**src/hw/rtl/ghe_pkg.sv**
```systemverilog
`timescale 1ns / 1ps

package ghe_pkg;

  localparam int MAX_PIXELS  = 65536;
  localparam int GRAY_LEVELS = 256;
  localparam int PIX_AW      = $clog2(MAX_PIXELS);
  localparam int CNT_W       = PIX_AW + 1;
  localparam int GRAY_W      = 8;
  localparam int LVL_W       = $clog2(GRAY_LEVELS);
  localparam int MAP_MAX     = 255;
  localparam int REM_W       = CNT_W + GRAY_W;
  localparam int PIX_W       = 3 * GRAY_W;

  // luma weights in thousandths
  localparam int COEF_R      = 299;
  localparam int COEF_G      = 587;
  localparam int COEF_B      = 114;
  localparam int SUM_W       = 18;

  // floor(s / 1000) = (s * RECIP) >> RECIP_SH for s up to 255000
  localparam int RECIP       = 268436;
  localparam int RECIP_W     = 19;
  localparam int RECIP_SH    = 28;
  localparam int PROD_W      = SUM_W + RECIP_W;

  localparam logic OP_LOAD   = 1'b0;
  localparam logic OP_READ   = 1'b1;

  typedef enum logic [1:0] {
    PH_IDLE    = 2'd0,
    PH_LOADING = 2'd1,
    PH_READY   = 2'd2
  } phase_t;

  typedef struct packed {
    logic load_sum;
    logic frame_start;
    logic div;
    logic store;
    logic count;
    logic bin_sel_v;
    logic build_init;
    logic build_acc;
    logic build_step;
    logic rp_clear;
    logic out_load;
    logic out_err;
  } ghe_cmd_t;

  typedef struct packed {
    logic rp_ok;
    logic eof;
    logic sub_more;
    logic v_last;
    logic out_free;
  } ghe_stat_t;

endpackage

```
**src/hw/rtl/ghe_ctrl.sv**
```systemverilog
`timescale 1ns / 1ps

module ghe_ctrl import ghe_pkg::*; (
  input  logic      clk,
  input  logic      rst,
  input  logic      s_tvalid,
  input  logic      s_tuser,
  input  logic      s_tlast,
  output logic      s_tready,
  input  ghe_stat_t stat,
  output ghe_cmd_t  cmd
);

  typedef enum logic [9:0] {
    ST_IDLE = 10'b0000000001,
    ST_DIV  = 10'b0000000010,
    ST_HRD  = 10'b0000000100,
    ST_HWR  = 10'b0000001000,
    ST_BRD  = 10'b0000010000,
    ST_BACC = 10'b0000100000,
    ST_BSUB = 10'b0001000000,
    ST_RMEM = 10'b0010000000,
    ST_RMAP = 10'b0100000000,
    ST_ROUT = 10'b1000000000
  } state_t;

  state_t state;
  state_t state_next;
  phase_t phase;
  phase_t phase_next;
  logic   last_r;
  logic   err_r;
  logic   accept;
  logic   read_err;

  assign s_tready = (state == ST_IDLE);
  assign accept   = s_tvalid && s_tready;
  assign read_err = (phase != PH_READY) || !stat.rp_ok;

  always_comb begin
    state_next = state;
    phase_next = phase;
    cmd        = '0;
    case (state)
      ST_IDLE: begin
        if (accept) begin
          if (s_tuser == OP_LOAD) begin
            cmd.load_sum = 1'b1;
            // a load outside a frame opens a new one
            if (phase != PH_LOADING) begin
              cmd.frame_start = 1'b1;
            end
            phase_next = PH_LOADING;
            state_next = ST_DIV;
          end else if (read_err) begin
            state_next = ST_ROUT;
          end else begin
            state_next = ST_RMEM;
          end
        end
      end
      ST_DIV: begin
        cmd.div    = 1'b1;
        state_next = ST_HRD;
      end
      ST_HRD: begin
        cmd.store  = 1'b1;
        state_next = ST_HWR;
      end
      ST_HWR: begin
        cmd.count = 1'b1;
        if (last_r) begin
          cmd.build_init = 1'b1;
          state_next     = ST_BRD;
        end else begin
          state_next = ST_IDLE;
        end
      end
      ST_BRD: begin
        cmd.bin_sel_v = 1'b1;
        state_next    = ST_BACC;
      end
      ST_BACC: begin
        cmd.build_acc = 1'b1;
        state_next    = ST_BSUB;
      end
      ST_BSUB: begin
        cmd.build_step = 1'b1;
        if (!stat.sub_more) begin
          if (stat.v_last) begin
            cmd.rp_clear = 1'b1;
            phase_next   = PH_READY;
            state_next   = ST_IDLE;
          end else begin
            state_next = ST_BRD;
          end
        end
      end
      ST_RMEM: begin
        state_next = ST_RMAP;
      end
      ST_RMAP: begin
        state_next = ST_ROUT;
      end
      ST_ROUT: begin
        if (stat.out_free) begin
          cmd.out_load = 1'b1;
          cmd.out_err  = err_r;
          if (!err_r && stat.eof) begin
            phase_next = PH_IDLE;
          end
          state_next = ST_IDLE;
        end
      end
      default: begin
        state_next = ST_IDLE;
      end
    endcase
  end

  always_ff @(posedge clk) begin
    if (rst) begin
      state <= ST_IDLE;
      phase <= PH_IDLE;
    end else begin
      state <= state_next;
      phase <= phase_next;
    end
  end

  always_ff @(posedge clk) begin
    if (accept) begin
      last_r <= s_tlast;
      err_r  <= read_err;
    end
  end

  a_out_free: assert property (@(posedge clk) disable iff (rst)
    cmd.out_load |-> stat.out_free)
    else $error("result register overwritten before taken");

  a_load_phase: assert property (@(posedge clk) disable iff (rst)
    (accept && s_tuser == OP_LOAD) |=> (phase == PH_LOADING))
    else $error("load did not leave phase in loading");

  a_build_done: assert property (@(posedge clk) disable iff (rst)
    (state == ST_BSUB && !stat.sub_more && stat.v_last) |=> (phase == PH_READY))
    else $error("map build finished without ready phase");

  a_readout_done: assert property (@(posedge clk) disable iff (rst)
    (cmd.out_load && !cmd.out_err && stat.eof) |=> (phase == PH_IDLE))
    else $error("frame read out but phase not idle");

endmodule

```
**config.mk**
```make
export PLATFORM = sky130hd
export DESIGN_NAME = ghe_ctrl
export DESIGN_NICKNAME = d
export VERILOG_FILES = /design/src/hw/rtl/ghe_pkg.sv /design/src/hw/rtl/ghe_ctrl.sv
export SDC_FILE = /design/constraint.sdc
export NUM_CORES = 1
export LEC_CHECK = 0
export BUFFER_PORTS_ARGS = -buffer_cell sky130_fd_sc_hd__clkbuf_2
export CAP_MARGIN = 20
export CORE_AREA = 5 5 59 61
export DETAILED_ROUTE_END_ITERATION = 16
export DIE_AREA = 0 0 64 66
export HOLD_SLACK_MARGIN = 0.03
export PLACE_DENSITY = 0.46
export REMOVE_ABC_BUFFERS = 1
export SKIP_CTS_REPAIR_TIMING = 1
export SLEW_MARGIN = 20
export SYNTH_ARGS = -nofsm -noshare
export SYNTH_HDL_FRONTEND = slang
export SYNTH_SLANG_ARGS = --single-unit
```
**constraint.sdc**
```tcl
create_clock -name clk -period 3.9 [get_ports clk]
set_input_delay 0.585 -clock clk [delete_from_list [all_inputs] [get_ports clk]]
set_output_delay 0.585 -clock clk [all_outputs]
set_load 0.01 [all_outputs]
```
==> flow_metrics.py <==
metrics = {
    "worst_hold_path": {
        "min_path_cells": 1,
        "hold-path-endpoint": "last_r$_DFFE_PP_",
        "hold_path.class": "primary input to flip-flop",
        "min_from": "s_tlast",
    },
    "sta": {
        "hold_viol_final": 0,
        "fmax_mhz": 398,
        "rsz0062_at_grt": "no",
        "min_period_over_period_pct": 64.4,
        "finalSetupViolations": 0,
        "drv_slew": 0,
        "setup_slack_ns": 1.39,
        "max_slew_margin_pct": 67.1,
        "tightest_slew_ns": 0.492,
        "min_period_ns": 2.51,
        "final.setup.tns_ns": 0,
        "fin_skew_ns": 0.00806,
    },
    "worst_setup_path": {
        "crit_fanout": 7,
        "reg2regPathDepth": 5,
        "critPathLaunchType": "flip-flop",
        "cp_data_required_time_ns": 3.31,
        "rr_endpoint": "state[0]$_SDFFE_PP1P_",
        "r2r_slack_ns": 2.20,
        "crit_arrival_ns": 1.93,
        "reg2reg_from": "state[5]$_SDFFE_PP0P_",
        "path_class": "flip-flop to primary output",
        "end_kind": "primary output",
    },
    "placed_design": {
        "dp_slack_ns": 1.69,
        "hpwlAfterDp_um": 1730,
        "place_congestion": 0.836,
        "numPortBuffers": 22,
        "place_area_um2": 975,
    },
    "clock_tree": {
        "clkSlewWorstSetupHoldPaths_ns": 0.08,
        "insertion_delay_ns": 0.28,
        "clkSinkCount": 14,
        "h-tree-depth": 1,
        "cts_buffers": 3,
        "clockBufferDepth": 2,
        "root_buffer": "clkbuf_4",
        "cts_tree": "done",
    },
    "power": {
        "cellPowerDensity_mw_per_mm2": 343,
        "power.total_uw": 343,
        "leakage_uw": 0.000437,
        "ir_drop_uv": 113,
    },
    "outcome": {
        "status": "finished clean",
    },
    "synth": {
        "synthArstFlopShare_pct": 0,
        "synth_ff_type": "dfxtp_1",
        "synth_area_leaders": "dfxtp_1 (29%), edfxtp_1 (7.3%), nor4_4 (5.2%)",
        "yosys_warnings": 0,
        "synth_area_leader_cell": "dfxtp_1",
        "synthMostInstantiatedCell": "dfxtp_1",
        "synth_cell_types": 33,
        "ys_ff_latch": 14,
        "yosysSeqAreaShare_pct": 36.5,
        "synth_top_area_share_pct": 29.2,
        "synth-edff-count": 2,
        "synth_common_cells": "dfxtp_1 (12), inv_1 (9), nor2_1 (9)",
        "synthCells": 96,
        "netlist_area_um2": 823,
        "avgSynthCellArea_um2": 8.58,
    },
    "floorplanning": {
        "core-area_mm2": 0.00293,
        "io_pins": 23,
        "die_h_um": 66,
        "die_area_mm2": 0.00422,
        "initial_core_util_pct": 28.1,
        "die_x_um": 64,
        "rows": 20,
    },
    "layout": {
        "drive_gt1_share_pct": 27.0,
        "fin_nets": 133,
        "diodes": 0,
        "fill_cells": 313,
        "area_growth_pct": 21.6,
        "stdcell_area_mm2": 0.00100,
    },
    "grt": {
        "grt.total_usage_pct": 10.4,
        "grt_max_degree": 9,
        "grt_overflow": 0,
        "grt_pass1_wl_um": 3450,
        "grt_pass1_vias": 795,
        "antenna_found_initial": 0,
    },
    "route": {
        "detail_route.vias_per_cell": 5.05,
        "routedWlPerCell_um": 13.7,
        "route.detailed.drc": 0,
        "wl_um": 2120,
        "num_vias": 783,
        "ant_nets": 0,
        "drt_pass1_iterations": 4,
        "drt_iter0_drc": 22,
    },
    "job": {
        "drv_cap": 0,
    },
}
## placed cells by master (no fill, tap or decap), types with 2 or more instances in the layout
master,Yosys,final
clkbuf_2,0,22
dfxtp_1,12,12
nor2_1,9,9
inv_1,9,9
nand2_1,7,7
nand3_1,6,6
a21oi_1,6,6
o21ai_0,5,5
nand2b_1,3,3
nor4b_1,3,3
nand3b_1,3,3
clkbuf_4,0,3
nor4_4,2,2
nor3b_1,2,2
and3_1,2,2
nor2b_1,2,2
and2_1,2,2
o211ai_1,2,2
nor3_1,2,2
xnor2_1,2,2
o32ai_1,2,2
edfxtp_1,2,2
## through the flow
step | std cells | utilization [%] | hold WS (ns)
after floorplan | 96 | - | 0.456
after global placement | 151 | 33.3 | 0.502
after detailed placement | 151 | 33.3 | 0.494
after CTS | 155 | 34.2 | 0.478
after global routing | 155 | 34.2 | 0.463
final | 155 | 34.2 | 0.486
## cell type report
class | count | area (um^2) | area share (%)
multi-input cells | 72 | 485 | 48.5
well taps | 33 | 41.3 | 4.13
inverters | 10 | 37.5 | 3.75
clock buffers | 3 | 22.5 | 2.25
repair buffers | 22 | 110 | 11.0
clock inverters | 1 | 3.75 | 0.375
flip-flops and latches | 14 | 300 | 30.0
## cell families (layout without fill, tap and decap cells)
logic type | count (synthesis) | count (layout) | share of synthesized area (%)
and+or+nand+nor | 49 | 49 | 39.5
AOI/OAI and AO/OA | 20 | 20 | 16.3
DFF | 14 | 14 | 36.5
buffers and inverters | 10 | 36 | 4.56
xor gates and xnor gates | 3 | 3 | 3.19
## worst max-delay path, stage by stage (launching register included)
cell and delay, ns:
dfxtp_1 0.39, nor4b_1 0.46, nand3_2 0.22, inv_2 0.13, nand3_1 0.16, a21oi_1 0.15
clkbuf_2 0.15
## state kept, by name, indices dropped and copies added, names as in the netlist
name	cells
state	10
last_r	1
err_r	1
phase	2
## where the power goes
group	internal, uW	switching (uW)	total [uW]
registers	155	9.76	164
clock network	37.0	47.7	84.7
logic	39.6	54.7	94.4
## worst max-delay path by stage
stage | cells past startpoint | to | slack [ns] | from
after detailed placement | 6 | cmd[10] | 1.69 | state[2]$_SDFFE_PP0P_
after global placement | 6 | cmd[10] | 1.66 | state[2]$_SDFFE_PP0P_
after floorplan | 5 | cmd[10] | 1.88 | state[2]$_SDFFE_PP0P_
after CTS | 6 | cmd[10] | 1.37 | state[2]$_SDFFE_PP0P_
final | 6 | cmd[10] | 1.39 | state[2]$_SDFFE_PP0P_
after global routing | 6 | cmd[10] | 1.20 | state[2]$_SDFFE_PP0P_
## metal layers
metal	up-vias	GRT usage (%)	part of all wire (%)
met5	-	0	0
met4	0	4.68	0.90
met3	2	2.21	5.9
met2	29	16.5	45
met1	355	13.5	48
li1	397	-	-
Power figures use the tool's default switching activity.
